$ cat src/rtl/ccpp_pkg.sv
// Shared types and constants of the command/coordinate packet parser.
// No dependencies; every other file imports this package.
`timescale 1ns / 1ps
`default_nettype none

package ccpp_pkg;

  localparam int BYTE_W  = 8;
  localparam int CMD_W   = 2;
  localparam int COORD_W = 19;
  localparam int CNT_W   = 4;
  localparam int CFG_IDX_W = 8;

  localparam int QUEUE_DEPTH = 2;

  // Configuration register indexes.
  localparam logic [CFG_IDX_W-1:0] REG_HEADER = 8'd0;
  localparam logic [CFG_IDX_W-1:0] REG_TAIL   = 8'd1;

  localparam logic [BYTE_W-1:0] HEADER_RESET = 8'h41;  // 'A'
  localparam logic [BYTE_W-1:0] TAIL_RESET   = 8'h42;  // 'B'
  localparam logic [BYTE_W-1:0] CHAR_LOWER_A = 8'h61;  // 'a'
  localparam logic [BYTE_W-1:0] CHAR_LOWER_B = 8'h62;  // 'b'
  localparam logic [BYTE_W-1:0] CHAR_LOWER_C = 8'h63;  // 'c'
  localparam logic [BYTE_W-1:0] CHAR_ZERO    = 8'h30;  // '0'

  localparam logic [CNT_W-1:0] BODY_LEN    = 4'd9;
  localparam logic [CNT_W-1:0] COUNT_CLOSE = 4'd10;
  localparam logic [CNT_W-1:0] X_END       = 4'd4;   // positions 0..3 feed x
  localparam logic [CNT_W-1:0] Y_FIRST     = 4'd5;   // positions 5..8 feed y

  localparam logic [COORD_W-1:0] DECIMAL_BASE = 19'd10;

  typedef enum logic [1:0] {
    PH_IDLE    = 2'd0,
    PH_BODY    = 2'd1,
    PH_TRAILER = 2'd2
  } phase_t;

  // Operation handed from the parser to the execution side.
  typedef enum logic [2:0] {
    OP_NONE       = 3'd0,
    OP_CLEAR      = 3'd1,
    OP_CMD        = 3'd2,
    OP_DIGIT_X    = 3'd3,
    OP_DIGIT_Y    = 3'd4,
    OP_DONE       = 3'd5,
    OP_DONE_COORD = 3'd6
  } op_t;

  typedef struct packed {
    op_t               op;
    logic [CMD_W-1:0]  cmd;
    logic [BYTE_W-1:0] data;
  } entry_t;

endpackage

`default_nettype wire

$ cat src/rtl/ccpp_front.sv
// Parser front end: framing state machine and configuration registers.
// Turns each received byte into one operation entry. Depends on ccpp_pkg.
`timescale 1ns / 1ps
`default_nettype none

module ccpp_front (
  input  wire logic                           clk,
  input  wire logic                           rst,
  input  wire logic                           cfg_valid,
  input  wire logic [ccpp_pkg::CFG_IDX_W-1:0] cfg_index,
  input  wire logic [ccpp_pkg::BYTE_W-1:0]    cfg_data,
  input  wire logic                           in_valid,
  output logic                                in_ready,
  input  wire logic [ccpp_pkg::BYTE_W-1:0]    rx_byte,
  output logic                                push_valid,
  input  wire logic                           push_ready,
  output ccpp_pkg::entry_t                    push_entry
);
  import ccpp_pkg::*;

  phase_t            phase, phase_next;
  logic [CNT_W-1:0]  write_position, write_position_next;
  logic [CNT_W-1:0]  body_count, body_count_next;
  logic              closed_by_command, closed_by_command_next;
  logic [BYTE_W-1:0] header_byte;
  logic [BYTE_W-1:0] tail_byte;
  logic              accept;
  logic              is_cmd;

  assign in_ready   = push_ready;
  assign push_valid = in_valid;
  assign accept     = in_valid && push_ready;
  assign is_cmd     = (rx_byte == CHAR_LOWER_A) || (rx_byte == CHAR_LOWER_B) ||
                      (rx_byte == CHAR_LOWER_C);

  always_ff @(posedge clk) begin
    if (rst) begin
      header_byte <= HEADER_RESET;
      tail_byte   <= TAIL_RESET;
    end else if (cfg_valid) begin
      if (cfg_index == REG_HEADER) begin
        header_byte <= cfg_data;
      end else if (cfg_index == REG_TAIL) begin
        tail_byte <= cfg_data;
      end
    end
  end

  always_ff @(posedge clk) begin
    if (rst) begin
      phase             <= PH_IDLE;
      write_position    <= '0;
      body_count        <= '0;
      closed_by_command <= 1'b0;
    end else if (accept) begin
      phase             <= phase_next;
      write_position    <= write_position_next;
      body_count        <= body_count_next;
      closed_by_command <= closed_by_command_next;
    end
  end

  always_comb begin
    phase_next             = phase;
    write_position_next    = write_position;
    body_count_next        = body_count;
    closed_by_command_next = closed_by_command;
    push_entry.op          = OP_NONE;
    push_entry.cmd         = '0;
    push_entry.data        = rx_byte;
    unique case (phase)
      PH_BODY: begin
        if (is_cmd) begin
          push_entry.op          = OP_CMD;
          push_entry.cmd         = CMD_W'(rx_byte - CHAR_LOWER_A + 8'd1);
          closed_by_command_next = 1'b1;
          phase_next             = PH_TRAILER;
        end else if (write_position < BODY_LEN) begin
          if (write_position < X_END) begin
            push_entry.op = OP_DIGIT_X;
          end else if (write_position >= Y_FIRST) begin
            push_entry.op = OP_DIGIT_Y;
          end
          write_position_next = write_position + 4'd1;
        end
        body_count_next = body_count + 4'd1;
        if (body_count_next == COUNT_CLOSE) begin
          phase_next = PH_TRAILER;
        end
      end
      PH_TRAILER: begin
        if (rx_byte == tail_byte) begin
          push_entry.op = (!closed_by_command && write_position == BODY_LEN) ?
                          OP_DONE_COORD : OP_DONE;
          phase_next    = PH_IDLE;
        end
      end
      default: begin
        // Idle, and the unused phase code, which behaves as idle.
        phase_next = PH_IDLE;
        if (rx_byte == header_byte) begin
          push_entry.op          = OP_CLEAR;
          phase_next             = PH_BODY;
          write_position_next    = '0;
          body_count_next        = 4'd1;
          closed_by_command_next = 1'b0;
        end
      end
    endcase
  end

endmodule

`default_nettype wire

$ cat src/rtl/ccpp_queue.sv
// Two-entry queue between the parser front end and the execution back end.
// Holds ccpp_pkg::entry_t records. Depends on ccpp_pkg.
`timescale 1ns / 1ps
`default_nettype none

module ccpp_queue (
  input  wire logic         clk,
  input  wire logic         rst,
  input  wire logic         push_valid,
  output logic              push_ready,
  input  ccpp_pkg::entry_t  push_entry,
  output logic              pop_valid,
  input  wire logic         pop_ready,
  output ccpp_pkg::entry_t  pop_entry
);
  import ccpp_pkg::*;

  localparam int PTR_W = $clog2(QUEUE_DEPTH);
  localparam int CNT_QW = $clog2(QUEUE_DEPTH + 1);
  localparam logic [CNT_QW-1:0] FULL_COUNT = CNT_QW'(QUEUE_DEPTH);
  localparam logic [PTR_W-1:0]  LAST_PTR   = PTR_W'(QUEUE_DEPTH - 1);

  entry_t             slots [QUEUE_DEPTH];
  logic [PTR_W-1:0]   wr_ptr;
  logic [PTR_W-1:0]   rd_ptr;
  logic [CNT_QW-1:0]  count;
  logic               do_push;
  logic               do_pop;

  assign push_ready = (count != FULL_COUNT);
  assign pop_valid  = (count != '0);
  assign pop_entry  = slots[rd_ptr];
  assign do_push    = push_valid && push_ready;
  assign do_pop     = pop_valid && pop_ready;

  always_ff @(posedge clk) begin
    if (do_push) begin
      slots[wr_ptr] <= push_entry;
    end
  end

  always_ff @(posedge clk) begin
    if (rst) begin
      wr_ptr <= '0;
      rd_ptr <= '0;
      count  <= '0;
    end else begin
      if (do_push) begin
        wr_ptr <= (wr_ptr == LAST_PTR) ? '0 : wr_ptr + 1'b1;
      end
      if (do_pop) begin
        rd_ptr <= (rd_ptr == LAST_PTR) ? '0 : rd_ptr + 1'b1;
      end
      if (do_push && !do_pop) begin
        count <= count + 1'b1;
      end else if (do_pop && !do_push) begin
        count <= count - 1'b1;
      end
    end
  end

endmodule

`default_nettype wire

$ cat src/rtl/ccpp_back.sv
// Execution back end: decimal accumulators for x and y and the result register.
// Consumes one operation entry per result. Depends on ccpp_pkg.
`timescale 1ns / 1ps
`default_nettype none

module ccpp_back (
  input  wire logic                         clk,
  input  wire logic                         rst,
  input  wire logic                         pop_valid,
  output logic                              pop_ready,
  input  ccpp_pkg::entry_t                  pop_entry,
  output logic                              out_valid,
  input  wire logic                         out_ready,
  output logic [ccpp_pkg::CMD_W-1:0]        command,
  output logic                              packet_done,
  output logic                              coords_valid,
  output logic signed [ccpp_pkg::COORD_W-1:0] coord_x,
  output logic signed [ccpp_pkg::COORD_W-1:0] coord_y
);
  import ccpp_pkg::*;

  logic signed [COORD_W-1:0] x_acc;
  logic signed [COORD_W-1:0] y_acc;
  logic signed [COORD_W-1:0] digit;
  logic                      take;

  assign pop_ready = !out_valid || out_ready;
  assign take      = pop_valid && pop_ready;
  // Digit value is the byte minus the ASCII zero, kept signed.
  assign digit = $signed({{(COORD_W - BYTE_W){1'b0}}, pop_entry.data}) -
                 $signed({{(COORD_W - BYTE_W){1'b0}}, CHAR_ZERO});

  // Horner form: each new digit is added to ten times the running value.
  always_ff @(posedge clk) begin
    if (take) begin
      unique case (pop_entry.op)
        OP_CLEAR: begin
          x_acc <= '0;
          y_acc <= '0;
        end
        OP_DIGIT_X: x_acc <= COORD_W'(x_acc * $signed(DECIMAL_BASE)) + digit;
        OP_DIGIT_Y: y_acc <= COORD_W'(y_acc * $signed(DECIMAL_BASE)) + digit;
        default: begin
        end
      endcase
    end
  end

  always_ff @(posedge clk) begin
    if (rst) begin
      out_valid <= 1'b0;
    end else if (take) begin
      out_valid <= 1'b1;
    end else if (out_ready) begin
      out_valid <= 1'b0;
    end
  end

  always_ff @(posedge clk) begin
    if (take) begin
      command      <= (pop_entry.op == OP_CMD) ? pop_entry.cmd : '0;
      packet_done  <= (pop_entry.op == OP_DONE) || (pop_entry.op == OP_DONE_COORD);
      coords_valid <= (pop_entry.op == OP_DONE_COORD);
      coord_x      <= (pop_entry.op == OP_DONE_COORD) ? x_acc : '0;
      coord_y      <= (pop_entry.op == OP_DONE_COORD) ? y_acc : '0;
    end
  end

endmodule

`default_nettype wire

$ cat src/rtl/command_coordinate_packet_parser.sv
// Top level of the command/coordinate packet parser.
// Instantiates ccpp_front, ccpp_queue and ccpp_back; depends on ccpp_pkg.
`timescale 1ns / 1ps
`default_nettype none

// Channel   Handshake             Payload
// -------   -------------------   ----------------------------------------------
// input     in_valid / in_ready   rx_byte
// output    out_valid / out_ready command, packet_done, coords_valid, coord_x, coord_y
// config    cfg_valid / cfg_ready cfg_index, cfg_data
//
// Every accepted byte produces exactly one result transfer, one byte per cycle sustained
// while out_ready stays high. A result is presented once its byte's operation has been
// written into the queue and then loaded into the output register of the back end.
// While a result is stalled the two-entry queue still takes up to two more bytes.
// Reset clears the framing state, the queue and the output valid, and loads header 'A' and
// tail 'B'. The configuration port is always ready and takes one write per cycle.

module command_coordinate_packet_parser (
  input  wire logic                             clk,
  input  wire logic                             rst,
  input  wire logic                             in_valid,
  output logic                                  in_ready,
  input  wire logic [ccpp_pkg::BYTE_W-1:0]      rx_byte,
  output logic                                  out_valid,
  input  wire logic                             out_ready,
  output logic [ccpp_pkg::CMD_W-1:0]            command,
  output logic                                  packet_done,
  output logic                                  coords_valid,
  output logic signed [ccpp_pkg::COORD_W-1:0]   coord_x,
  output logic signed [ccpp_pkg::COORD_W-1:0]   coord_y,
  input  wire logic                             cfg_valid,
  output logic                                  cfg_ready,
  input  wire logic [ccpp_pkg::CFG_IDX_W-1:0]   cfg_index,
  input  wire logic [ccpp_pkg::BYTE_W-1:0]      cfg_data
);
  import ccpp_pkg::*;

  // Parser to queue.
  logic   push_valid;
  logic   push_ready;
  entry_t push_entry;
  // Queue to execution side.
  logic   pop_valid;
  logic   pop_ready;
  entry_t pop_entry;

  // Register writes never stall.
  assign cfg_ready = 1'b1;

  // The front end tracks framing (idle, body, trailer), counts body bytes and decides
  // for every byte which operation the back end must run.
  ccpp_front u_front (
    .clk        (clk),
    .rst        (rst),
    .cfg_valid  (cfg_valid),
    .cfg_index  (cfg_index),
    .cfg_data   (cfg_data),
    .in_valid   (in_valid),
    .in_ready   (in_ready),
    .rx_byte    (rx_byte),
    .push_valid (push_valid),
    .push_ready (push_ready),
    .push_entry (push_entry)
  );

  // The queue decouples the two sides so either one can stall on its own.
  ccpp_queue u_queue (
    .clk        (clk),
    .rst        (rst),
    .push_valid (push_valid),
    .push_ready (push_ready),
    .push_entry (push_entry),
    .pop_valid  (pop_valid),
    .pop_ready  (pop_ready),
    .pop_entry  (pop_entry)
  );

  // The back end accumulates the decimal coordinates digit by digit and registers the
  // result of each operation on the output channel.
  ccpp_back u_back (
    .clk          (clk),
    .rst          (rst),
    .pop_valid    (pop_valid),
    .pop_ready    (pop_ready),
    .pop_entry    (pop_entry),
    .out_valid    (out_valid),
    .out_ready    (out_ready),
    .command      (command),
    .packet_done  (packet_done),
    .coords_valid (coords_valid),
    .coord_x      (coord_x),
    .coord_y      (coord_y)
  );

  // Coordinates are only ever reported together with the end of a packet.
  assert property (@(posedge clk) disable iff (rst)
    out_valid && coords_valid |-> packet_done)
    else $error("coords_valid without packet_done");

  // Coordinates read as zero when they are not reported.
  assert property (@(posedge clk) disable iff (rst)
    out_valid && !coords_valid |-> (coord_x == '0) && (coord_y == '0))
    else $error("nonzero coordinates without coords_valid");

  // A command letter is only seen in the body, never on the tail byte.
  assert property (@(posedge clk) disable iff (rst)
    out_valid && (command != '0) |-> !packet_done)
    else $error("command and packet_done in one result");

  // An operation taken from the queue while the output is free shows up as a result in the next cycle.
  assert property (@(posedge clk) disable iff (rst)
    pop_valid && pop_ready |=> out_valid)
    else $error("accepted operation produced no result");

endmodule

`default_nettype wire
$ cat config.mk
export PLATFORM = sky130hd
export DESIGN_NAME = command_coordinate_packet_parser
export DESIGN_NICKNAME = d
export VERILOG_FILES = /design/src/rtl/ccpp_pkg.sv /design/src/rtl/ccpp_front.sv /design/src/rtl/ccpp_queue.sv /design/src/rtl/ccpp_back.sv /design/src/rtl/command_coordinate_packet_parser.sv
export SDC_FILE = /design/constraint.sdc
export NUM_CORES = 1
export LEC_CHECK = 0
export BUFFER_PORTS_ARGS = -buffer_cell sky130_fd_sc_hd__buf_2
export CAP_MARGIN = 30
export CORE_ASPECT_RATIO = 0.6
export CORE_MARGIN = 5
export CORE_UTILIZATION = 45
export DETAILED_ROUTE_END_ITERATION = 8
export HOLD_SLACK_MARGIN = 0.03
export PLACE_DENSITY = 0.65
export SLEW_MARGIN = 15
export SYNTH_ARGS = -nofsm -noshare
export SYNTH_HDL_FRONTEND = slang
export SYNTH_HIERARCHICAL = 1
export SYNTH_SLANG_ARGS = --single-unit
$ cat constraint.sdc
create_clock -name clk -period 4.46 [get_ports clk]
set_clock_uncertainty 0.15 [all_clocks]
set_input_delay 0.892 -clock clk [delete_from_list [all_inputs] [get_ports clk]]
set_output_delay 0.892 -clock clk [all_outputs]
set_load 0.005 [all_outputs]
Yosys cells after proc, flatten, opt, wreduce, memory -nomap -nowiden
Memories as Yosys holds them, arrays and structs flattened. A register that Yosys moved wholly into a read port is not among the register bits.
Index checks and enable logic that the tools add are counted.
{"block": "totals", "reg_bits": 112, "ramBits": 26, "in_bits": 29, "output_inout_bits": 45, "word_cells": 122, "mem_count": 1}
{"memory": "u_queue.slots", "words": 2, "word_bits": 13, "read_ports": 1, "rd_ports_with_merged_regs": 1, "write_ports": 1, "line": "ccpp_queue.sv:23", "rtl": "entry_t slots [QUEUE_DEPTH];"}
{"block": "op_classes", "n_addsub": 11, "n_mul": 2, "order_cmp": 3, "eq_ne": 22, "muxes": 36, "bitwise": 2, "n_reduce_logical": 28}
{"operator": "case mux 19 bit (2 select lines)", "count": 2}
{"operator": "adder 19 bit", "count": 2}
{"operator": "multiplier 19 x 4 -> 18 bit (second input constant)", "count": 2}
{"operator": "equality test 8 x 7 -> 1 bit (second input constant)", "count": 3}
{"operator": "equality test 8 bit", "count": 2}
{"operator": "two-way mux 2 bit", "count": 8}
{"operator": "two-way mux 4 bit", "count": 4}
{"operator": "case mux 4 bit (2 select lines)", "count": 2}
{"operator": "two-way mux 3 bit", "count": 5}
{"operator": "two-way mux 1 bit", "count": 12}
{"operator": "nonzero test 2 bit", "count": 6}
{"operator": "equality test 3 bit (second input constant)", "count": 3}
{"operator": "AND reduction 3 bit", "count": 3}
{"operator": "subtractor 8 x 6 -> 9 bit (second input constant)", "count": 1}
{"operator": "adder 4 x 1 -> 4 bit (second input constant)", "count": 2}
{"operator": "equality test 4 bit (second input constant)", "count": 2}
{"operator": "equality test 8 x 1 -> 1 bit (second input constant)", "count": 1}
{"operator": "logical NOT 8 bit", "count": 1}
{"operator": "equality test 3 x 2 -> 1 bit (second input constant)", "count": 2}
{"operator": "!= test 2 x 1 -> 1 bit (second input constant)", "count": 3}
{"operator": "case mux 3 bit (2 select lines)", "count": 1}
{"operator": "AND reduction 2 bit", "count": 3}
{"operator": "logical AND 1 bit", "count": 5}
{"operator": "AND reduction 5 bit", "count": 1}
{"operator": "other kinds (17)", "count": 28}

Logic depth before layout (Yosys ltp)
Gate-level depths: netlist of run 1.
{"block": "logic_depth", "depth_word": 6, "depth_mapped": 17, "mapped_depth_nobuf": 17}

Hierarchy
Netlist of run 1, hierarchy kept.
{"mod": "ccpp_back", "n_inst": 1, "cells_each": 633, "area_per_inst_um2": 6447.4}
{"mod": "ccpp_front", "n_inst": 1, "cells_each": 197, "area_per_inst_um2": 1692.9}
{"mod": "ccpp_queue", "n_inst": 1, "cells_each": 64, "area_per_inst_um2": 1162.4}
{"mod": "command_coordinate_packet_parser", "n_inst": 1, "cells_each": 2, "area_per_inst_um2": 11.3}

Worst setup path before layout of run 1
OpenSTA, ideal clock, no wires.
{"block": "synth_timing", "path_kind": "reg2reg", "start": "register (tool-made name)", "end": "register u_back.y_acc[18], data pin", "setup_time_ns": 0.260, "arrival_ns": 4.412, "t_required_ns": 4.050, "path_slack_ns": -0.362, "stages_incl_launch_ff": 13, "n_path_buf": 2, "synth_period_minus_slack_ns": 4.822, "cell_sequence": "dfxtp_1 -> buf_2 -> mux2_2 -> ha_1 -> nor3_1 -> ha_1 -> clkbuf_1 -> a21o_1 -> a21o_1 -> a21oi_1 -> nand3_1 -> a2bb2oi_1 -> mux2_2"}
{"element": "end signal, assigned", "line": "ccpp_back.sv:42", "rtl": "OP_DIGIT_Y: y_acc <= COORD_W'(y_acc * $signed(DECIMAL_BASE)) + digit;"}
{"element": "end, declared", "line": "ccpp_back.sv:23", "rtl": "logic signed [COORD_W-1:0] y_acc;"}

Worst setup path after layout of run 1
{"block": "layout_timing", "start": "register u_back.y_acc[1]", "end": "register u_back.y_acc[18], data pin"}
{"block": "layout_via", "elab_chain_cells": 3}
{"element": "multiplier 19 x 4 -> 18 bit", "line": "ccpp_back.sv:42"}
{"element": "adder 19 bit", "line": "ccpp_back.sv:42"}
{"element": "case mux 19 bit (2 select lines)", "line": "ccpp_back.sv:36", "rtl": "unique case (pop_entry.op)"}
Every way passes these cells.
A chain may end at the register's enable or synchronous reset.

==> results.yml, run 1 <==
power:
  seqPwrFrac: 0.250
  combPwrFrac: 0.578
  ir_drop_v: 0.000331
  clkPwrFrac: 0.172
  p_sw_frac: 0.430
  powerDensity_nw_per_um2: 732
  p_sw_w: 0.00333
  finalPower_w: 0.00773
  p_int_w: 0.00440
  p_leak_nw: 4.34
timing:
  min_period_ps: 4390
  max_freq_ghz: 0.228
  hold_viol_final: 0
  tightest_slew_ps: 840
  setup_viol: 0
  drv_slew: 0
  period_share: 0.985
  rsz0062_at_grt: "yes"
  relSlewSlack: 0.437
layout:
  final_core_util: 0.524
  num-fill-cells: 1816
  layout-drive-gt1-share: 0.160
  fin_nets: 1105
  final_area_um2: 10600
  syn_to_final_growth_pct: 13.4
  multi_input_area_um2: 5240
  register_area_um2: 3840
  antenna_cells: 0
route:
  antenna_left: 0
  vias: 6914
  dr.pass1.iters: 5
  first_iter_violations: 466
  drcViolationCount: 0
  wl_per_cell_um: 16.9
  wl_um: 21200
  via_per_inst: 5.50
grt:
  antenna_found_initial: 1
  grt_first_pass_wirelength_um: 33900
  track_usage: 0.182
  grt_start_max_net_pins: 40
  overflow: 0
  grt_pass1_vias: 6233
worst_setup_path:
  cp-start-kind: "flip-flop"
  r2r_end: "u_back/y_acc[18]"
  reg2reg_slack_ps: 70
  cp_max_fo: 6
  rr_startpoint: "u_back/y_acc[1]"
  arrival_ps: 4420
  cp.required_ps: 4490
  cp-end-kind: "flip-flop"
  reg2reg_depth: 16
  path_class: "flip-flop to flip-flop"
synth:
  ys_types: 75
  synthSimpleGateAreaFrac: 0.167
  synth_top_family_by_area: "simple AND/OR/NAND/NOR gates"
  synth-seq-cells: 139
  yosys_warnings: 6
  synthCells: 896
  syn-num-nets: 1030
  syn_area_um2: 9310
  synth_compound_area_frac: 0.156
  async_flop_share: 0
  synth_xor_area_frac: 0.0527
  syn_avg_cell_area_um2: 10.4
  synthAdderAreaFrac: 0.144
  seq_area_frac_synth: 0.413
  synthFlopType: "edfxtp_1"
  synth-edff-count: 106
  yosysTopAreaCell: "edfxtp_1"
  yosys-top-cells-area: "edfxtp_1 34%, ha_1 14%, dfxtp_1 7.1%, xnor2_1 3.6%, and2_1 2.9%"
  synthMuxAreaShare: 0.0373
  synth_top_area_frac: 0.342
run:
  cap_violations: 0
cts:
  clock-sinks: 139
  cts_made_buffers: 17
  root_buffer: "clkbuf_16"
  cts_max_path_buffers: 2
  cts_tree: "built"
  clk_latency_ps: 430
  ctsHoldBuffers: 0
  clk_pin_slew_worst_paths_ps: 70
  htree_levels: 4
run_status:
  run_status: "completed"
min_path:
  hold_class: "flip-flop to flip-flop"
  min_path_cells: 2
  whs_endpoint: "u_front/phase[0]"
  hold_start: "u_front/phase[0]"
floorplan:
  core_um2: 20200
  dieWidth_um: 196
  fp.dieH_um: 121
  die-area_um2: 23800
  io_pins: 74
  start_util: 0.462
  std_cell_rows: 40
placement:
  hpwl_um: 16000
  place_area_um2: 9950
  place.gp.congestion: 0.898
  io_buffers: 72
sequential cells by signal, indices dropped and copies added, names as in the netlist, 2 cells and up, named ones only:
| name | count |
|---|---|
| u_back/command | 2 |
| u_front/header_byte | 8 |
| u_front/phase | 2 |
| u_back/coord_x | 19 |
| u_front/write_position | 4 |
| u_back/y_acc | 19 |
| u_front/tail_byte | 8 |
| u_front/body_count | 4 |
| u_back/coord_y | 19 |
| u_back/x_acc | 19 |
| u_queue/slots | 26 |
| u_queue/count | 2 |
kinds of logic after synthesis:
family / after synthesis
AO/OA/AOI/OAI: 213
XOR/XNOR: 56
adder cells (fa/ha/maj): 105
buffers and inverters: 64
flip-flops: 139
multiplexers: 33
other: 1
AND/OR/NAND/NOR: 285
power groups by stage:
stage / Clock (W) / Combinational, W / Sequential (W)
after floorplan: 0 / 0.00322 / 0.00195
after CTS: 0.00137 / 0.00435 / 0.00194
after detailed placement: 0 / 0.00433 / 0.00196
after global routing: 0.00142 / 0.00492 / 0.00197
after global placement: 0 / 0.00428 / 0.00196
final: 0.00133 / 0.00447 / 0.00194
synth_stat cells, types with 7 or more instances:
cell / n
inv_1: 35
nand2_1: 34
a211oi_1: 9
o31ai_1: 9
and2_1: 43
edfxtp_1: 106
nand3_1: 17
and3_1: 12
nand4_1: 11
o21a_1: 25
ha_1: 101
dfxtp_1: 33
clkbuf_1: 17
a21boi_0: 7
xnor2_1: 38
mux2i_1: 19
nor3_1: 38
o21bai_1: 7
nor2_1: 69
o21ai_1: 7
a21o_1: 26
a21oi_1: 53
nor2b_1: 10
o21ai_0: 30
xor2_1: 18
mux2_2: 14
buf_4: 11
layer usage:
metal / share of wire / GRT usage / vias to the layer above
li1: - / - / 3477
met1: 0.56 / 0.303 / 3211
met2: 0.36 / 0.221 / 211
met3: 0.071 / 0.0511 / 15
met4: 0.0085 / 0.0449 / 0
met5: 0 / 0 / -
worst max path at each step:
stage / start / to
3_3_place_gp: u_back/y_acc[7] / u_back/y_acc[18]
4_1_cts: u_back/y_acc[1] / u_back/y_acc[18]
6_report: u_back/y_acc[1] / u_back/y_acc[18]
5_1_grt: u_back/y_acc[1] / u_back/y_acc[18]
2_1_floorplan: u_back/y_acc[7] / u_back/y_acc[18]
3_5_place_dp: u_back/y_acc[2] / u_back/y_acc[18]
placed cells by master, fill, tap and decap left out, types with 6 or more instances in the layout:
cell type,count
buf_2,72
mux2_2,14
nor3_1,36
and3_1,12
nor2_1,69
o31ai_1,7
dfxtp_1,33
edfxtp_1,106
a21boi_0,6
a31oi_1,6
xnor2_1,38
and2_1,43
a21o_1,26
a211oi_1,9
ha_1,101
o21ai_0,30
buf_4,13
o21a_1,25
nand4_1,11
inv_1,34
o21ai_1,7
o21bai_1,7
mux2i_1,19
nand2_1,34
xor2_1,18
nor2b_1,9
nand3_1,17
clkbuf_16,17
a21oi_1,51
worst max-delay path: stages, from the launching register on:
cell,delay (ps)
edfxtp_1,450
ha_1,320
ha_1,160
inv_1,60
fa_1,410
nor2b_1,170
o31a_1,200
o21a_1,150
nor2_1,50
xnor2_1,150
ha_1,390
and3_1,250
inv_1,60
a2111o_1,440
a21oi_1,170
a2bb2oi_1,220
mux2_2,350
metrics by stage:
stage | setup WS, ps | hold slack (ps) | cells | TNS (ps)
after global placement | 288 | 313 | 1222 | 0
after CTS | 105 | 337 | 1253 | 0
final | 67.1 | 344 | 1256 | 0
after floorplan | 298 | 298 | 896 | 0
after detailed placement | 115 | 329 | 1222 | 0
after global routing | -46.2 | 366 | 1256 | -72.8
area by class of cell:
| cell class | instances | area share |
|---|---|---|
| inverters | 35 | 0.0124 |
| clock inverters | 13 | 0.0114 |
| multi-input cells | 693 | 0.496 |
| clock buffers | 18 | 0.0406 |
| flip-flops and latches | 139 | 0.364 |
| repair buffers | 85 | 0.0434 |
| well taps | 273 | 0.0323 |
what timing repair did:
action                                  in CTS  in global routing
resized for setup                            0                 10
buffers inserted                             0                  3
endpoints found under the setup margin       0                  5
(Power assumes the default switching activity.)
==> run 2: changes to the inputs <==
--- a/config.mk
+++ b/config.mk
@@ -8,7 +8,7 @@
 export BUFFER_PORTS_ARGS = -buffer_cell sky130_fd_sc_hd__buf_2
 export CAP_MARGIN = 30
 export CORE_ASPECT_RATIO = 0.6
-export CORE_MARGIN = 5
+export CORE_MARGIN = 4
 export CORE_UTILIZATION = 45
 export DETAILED_ROUTE_END_ITERATION = 8
 export HOLD_SLACK_MARGIN = 0.03
==> run 2 against run 1 <==
Compared with the run above: critical path depth is the same; via count is 0.17% higher; cell count is essentially flat; sequential cell count did not move; critical endpoint unchanged; sequential power about the same; setup slack improved by 57 ps.
==> results.yml, run 2 (synthesized netlist as in run 1, its figures left out) <==
grt:
  overflow: 0
  grt_start_max_net_pins: 43
  grt_pass1_vias: 6367
  antenna_found_initial: 0
  track_usage: 0.183
  grt_first_pass_wirelength_um: 33900
cts:
  root_buffer: "clkbuf_16"
  cts_tree: "built"
  clock-sinks: 139
  cts_max_path_buffers: 2
  htree_levels: 4
  clk_pin_slew_worst_paths_ps: 70
  clk_latency_ps: 430
  cts_made_buffers: 17
power:
  p_int_w: 0.00440
  p_leak_nw: 4.34
  clkPwrFrac: 0.176
  p_sw_w: 0.00333
  seqPwrFrac: 0.251
  p_sw_frac: 0.431
  combPwrFrac: 0.574
  powerDensity_nw_per_um2: 733
  ir_drop_v: 0.000410
layout:
  final_cell_mix: "106 x edfxtp_1, 101 x ha_1, 72 x buf_2"
  layout-drive-gt1-share: 0.157
  syn_to_final_growth_pct: 13.3
  fin_nets: 1103
  layout_commonest_cell: "edfxtp_1"
  largest-register: "u_queue/slots"
  final_core_util: 0.523
  largest_reg_flops: 26
  antenna_cells: 0
  final_area_um2: 10600
timing:
  period_share: 0.972
  min_period_ps: 4340
  max_freq_ghz: 0.231
  tightest_slew_ps: 800
  setup_viol: 0
  drv_slew: 0
  relSlewSlack: 0.464
  rsz0062_at_grt: "yes"
  hold_viol_final: 0
  holdWs_ps: 327
route:
  via_per_inst: 5.52
  wl_per_cell_um: 16.7
  wl_um: 20900
  drcViolationCount: 0
  first_iter_violations: 520
  antenna_left: 0
  dr.pass1.iters: 5
  vias: 6926
run:
  cap_violations: 0
placement:
  place.gp.congestion: 0.894
  hpwl_um: 15600
  io_buffers: 72
  place_area_um2: 9950
worst_setup_path:
  cp-start-kind: "flip-flop"
  path_class: "flip-flop to flip-flop"
  cp.required_ps: 4490
  reg2reg_depth: 16
  rr_startpoint: "u_back/y_acc[1]"
  r2r_end: "u_back/y_acc[18]"
  cp-end-kind: "flip-flop"
  cp_max_fo: 6
  reg2reg_slack_ps: 120
  arrival_ps: 4370
floorplan:
  start_util: 0.462
  dieWidth_um: 194
  io_pins: 74
  core_um2: 20200
  die-area_um2: 23100
  std_cell_rows: 40
  fp.dieH_um: 119
min_path:
  min_path_cells: 2
  whs_endpoint: "u_front/closed_by_command"
  hold_class: "flip-flop to flip-flop"
  hold_start: "u_front/closed_by_command"
run_status:
  run_status: "completed"
## run 2: critical path, cell delays in order (launching register included)
cell,delay [ps]
edfxtp_1,460
ha_1,320
ha_1,160
inv_1,50
fa_1,400
nor2b_1,160
o31a_1,190
o21a_1,150
nor2_1,50
xnor2_1,150
ha_1,380
and3_1,250
inv_1,50
a2111o_1,450
a21oi_1,170
a2bb2oi_1,200
mux2_2,340
## run 2: cell type report
cell class / count / area, µm²
clock buffers: 17 / 425
clock inverters: 15 / 140
fillers: 1765 / 9610
inverters: 35 / 131
multi-input cells: 693 / 5220
flip-flops and latches: 139 / 3840
well taps: 273 / 342
repair buffers: 83 / 455
## run 2: through the flow
stage	setup TNS [ps]	std cells	power (W)	setup slack [ps]
final	0	1255	0.00773	124
after global placement	0	1222	0.00622	289
after CTS	0	1254	0.00766	140
after detailed placement	0	1222	0.00625	157
after global routing	-520	1255	0.00834	-145
after floorplan	0	896	0.00517	298
## run 2: routing by layer
layer / wire (µm) / vias up / global-route usage
li1: - / 3488 / -
met1: 11500 / 3186 / 0.302
met2: 7490 / 235 / 0.226
met3: 1740 / 17 / 0.0548
met4: 206 / 0 / 0.0411
met5: 0 / - / 0
## run 2: how the worst max path moves through the flow
stage	startpoint	end	slack [ps]
after global routing	u_back/x_acc[1]	u_back/x_acc[17]	-150
final	u_back/y_acc[1]	u_back/y_acc[18]	120
after CTS	u_back/y_acc[7]	u_back/y_acc[18]	140
after global placement	u_back/y_acc[7]	u_back/y_acc[18]	290
after detailed placement	u_back/y_acc[1]	u_back/y_acc[18]	160
after floorplan	u_back/y_acc[7]	u_back/y_acc[18]	300
## run 2: what timing repair did
action                                 in CTS  in global routing
resized for setup                           0                  4
hold buffers                                0                  0
endpoints found under the hold margin       0                  0
setup buffers                               0                  0
setup endpoints to repair                   0                  4
## run 2: power by group through the flow
| stage | clock network [W] | logic [W] | registers (W) |
|---|---|---|---|
| finish | 0.00136 | 0.00444 | 0.00194 |
| global route | 0.00145 | 0.00491 | 0.00197 |
| CTS | 0.00139 | 0.00432 | 0.00195 |
| detailed placement | 0 | 0.00428 | 0.00197 |
| global placement | 0 | 0.00426 | 0.00197 |
| floorplan | 0 | 0.00322 | 0.00195 |
==> run 3: changes to the inputs <==
--- a/config.mk
+++ b/config.mk
@@ -10,6 +10,7 @@
 export CORE_ASPECT_RATIO = 0.6
 export CORE_MARGIN = 4
 export CORE_UTILIZATION = 45
+export CTS_CLUSTER_DIAMETER = 150
 export DETAILED_ROUTE_END_ITERATION = 8
 export HOLD_SLACK_MARGIN = 0.03
 export PLACE_DENSITY = 0.65
==> constraint.sdc (replaced) <==
create_clock -name clk -period 4.46 [get_ports clk]
set_clock_uncertainty 0.15 [all_clocks]
set_input_delay 0 -clock clk [delete_from_list [all_inputs] [get_ports clk]]
set_output_delay 0 -clock clk [all_outputs]
set_load 0.005 [all_outputs]
==> run 3 against run 2 <==
Compared with the run above: cell area rose by 2.2%; via count rose by 1.1%; sequential share of layout area fell by 0.78 points; core utilization rose by 1.1 points; critical endpoint unchanged; largest cell class unchanged.
==> results.yml, run 3 (synthesized netlist as in run 1, its figures left out) <==
timing:
  holdWs_ps: 201
  hold_viol_final: 0
  tightest_slew_ps: 800
  min_period_ps: 4310
  rsz0062_at_grt: "yes"
  period_share: 0.967
  relSlewSlack: 0.465
  drv_slew: 0
  setup_viol: 0
  max_freq_ghz: 0.232
worst_setup_path:
  cp.required_ps: 4490
  path_class: "flip-flop to flip-flop"
  reg2reg_slack_ps: 150
  cp-start-kind: "flip-flop"
  cp-end-kind: "flip-flop"
  arrival_ps: 4340
  rr_startpoint: "u_back/y_acc[1]"
  cp_max_fo: 6
  reg2reg_depth: 16
  startpoint: "u_back/y_acc[1]"
  critPathCapture: "u_back/y_acc[18]"
  r2r_end: "u_back/y_acc[18]"
cts:
  clock-sinks: 139
  htree_levels: 4
  clk_pin_slew_worst_paths_ps: 70
  root_buffer: "clkbuf_16"
  cts_made_buffers: 17
  cts_tree: "built"
  clk_latency_ps: 430
  post_cts.repair.setup_buffers: 0
  cts_max_path_buffers: 2
grt:
  track_usage: 0.187
  antenna_found_initial: 0
  grt_start_max_net_pins: 43
  grt_pass1_vias: 6516
  overflow: 0
  grt_first_pass_wirelength_um: 34700
floorplan:
  start_util: 0.462
  io_pins: 74
  dieWidth_um: 194
  std_cell_rows: 40
  core_um2: 20200
  fp.dieH_um: 119
  die-area_um2: 23100
run_status:
  run_status: "completed"
power:
  ir_drop_v: 0.000410
  finalPower_w: 0.00776
  powerDensity_nw_per_um2: 719
  p_leak_nw: 4.45
layout:
  layout_commonest_cell: "edfxtp_1"
  register_area_um2: 3840
  largest_reg_flops: 26
  final_area_um2: 10800
  fin_nets: 1126
  antenna_cells: 0
  num-fill-cells: 1741
  syn_to_final_growth_pct: 15.8
  final_core_util: 0.535
  layout-drive-gt1-share: 0.153
  largest-register: "u_queue/slots"
  final_cell_mix: "106 x edfxtp_1, 101 x ha_1, 72 x buf_2"
  multi_input_area_um2: 5220
  fin_cells: 1278
placement:
  io_buffers: 72
  place_area_um2: 9950
  place.gp.congestion: 0.894
  dp.cells: 1222
  hpwl_um: 15600
route:
  wl_per_cell_um: 16.7
  via_per_inst: 5.48
  wl_um: 21300
  vias: 6999
  first_iter_violations: 549
  dr.pass1.iters: 5
  drcViolationCount: 0
  antenna_left: 0
min_path:
  hold_class: "input port to flip-flop"
  min_path_cells: 4
run:
  cap_violations: 0
==> run 3: cell types whose count changed in the layout (fill, tap and decap cells not counted) <==
cell,previous run,this run
dlygate4sd3_1,0,23
==> run 3: per-stage QoR <==
stage	worst slack (ps)	setup TNS, ps
detailed placement	157	0
floorplan	298	0
finish	149	0
global placement	289	0
global route	-145	-520
CTS	140	0
==> run 3: cell type report <==
type,instances,area share
clock buffer,17,0.0394
clock inverter,15,0.0130
inverter,35,0.0122
multi-input combinational,693,0.484
sequential,139,0.356
tap,273,0.0317
timing repair buffer,106,0.0636
==> run 3: per-layer routing <==
metal	global-route usage	wire, µm	share of wire	vias to the layer above
li1	-	-	-	3535
met1	0.302	11500	0.54	3194
met2	0.241	7900	0.37	253
met3	0.0540	1770	0.083	17
met4	0.0411	207	0.0097	0
met5	0	0	0	-
==> run 3: what timing repair did <==
item | 4_1_cts | 5_1_grt
resized for setup | 0 | 4
endpoints found under the setup margin | 0 | 4
endpoints found under the hold margin | 52 | 0
hold buffers | 23 | 0
==> run 3: worst min-delay path by stage <==
| stage | startpoint | endpoint | slack, ps |
|---|---|---|---|
| 6_report | cfg_data[1] | u_front/tail_byte[1] | 200 |
| 5_1_grt | cfg_data[1] | u_front/tail_byte[1] | 220 |
| 4_1_cts | cfg_data[6] | u_front/tail_byte[6] | 180 |
| 3_5_place_dp | cfg_data[6] | u_front/tail_byte[6] | 90 |
| 3_3_place_gp | cfg_data[6] | u_front/tail_byte[6] | 100 |
| 2_1_floorplan | rst | u_back/out_valid | -80 |
==> run 3: power breakdown <==
part           total, W  internal, W  switching [W]  leakage (nW)
sequential      0.00194      0.00180       0.000135          1.29
combinational   0.00446      0.00184        0.00262          2.89
clock           0.00136     0.000775       0.000584         0.272
total           0.00776      0.00442        0.00334          4.45
==> run 3: critical path, cell delays in order, from the launching register on <==
cell and delay [ps]:
edfxtp_1 460, ha_1 320, ha_1 160, inv_1 50
fa_1 400, nor2b_1 160, o31a_1 190, o21a_1 140
nor2_1 50, xnor2_1 140, ha_1 380, and3_1 250
inv_1 50, a2111o_1 440, a21oi_1 160, a2bb2oi_1 190
mux2_2 340
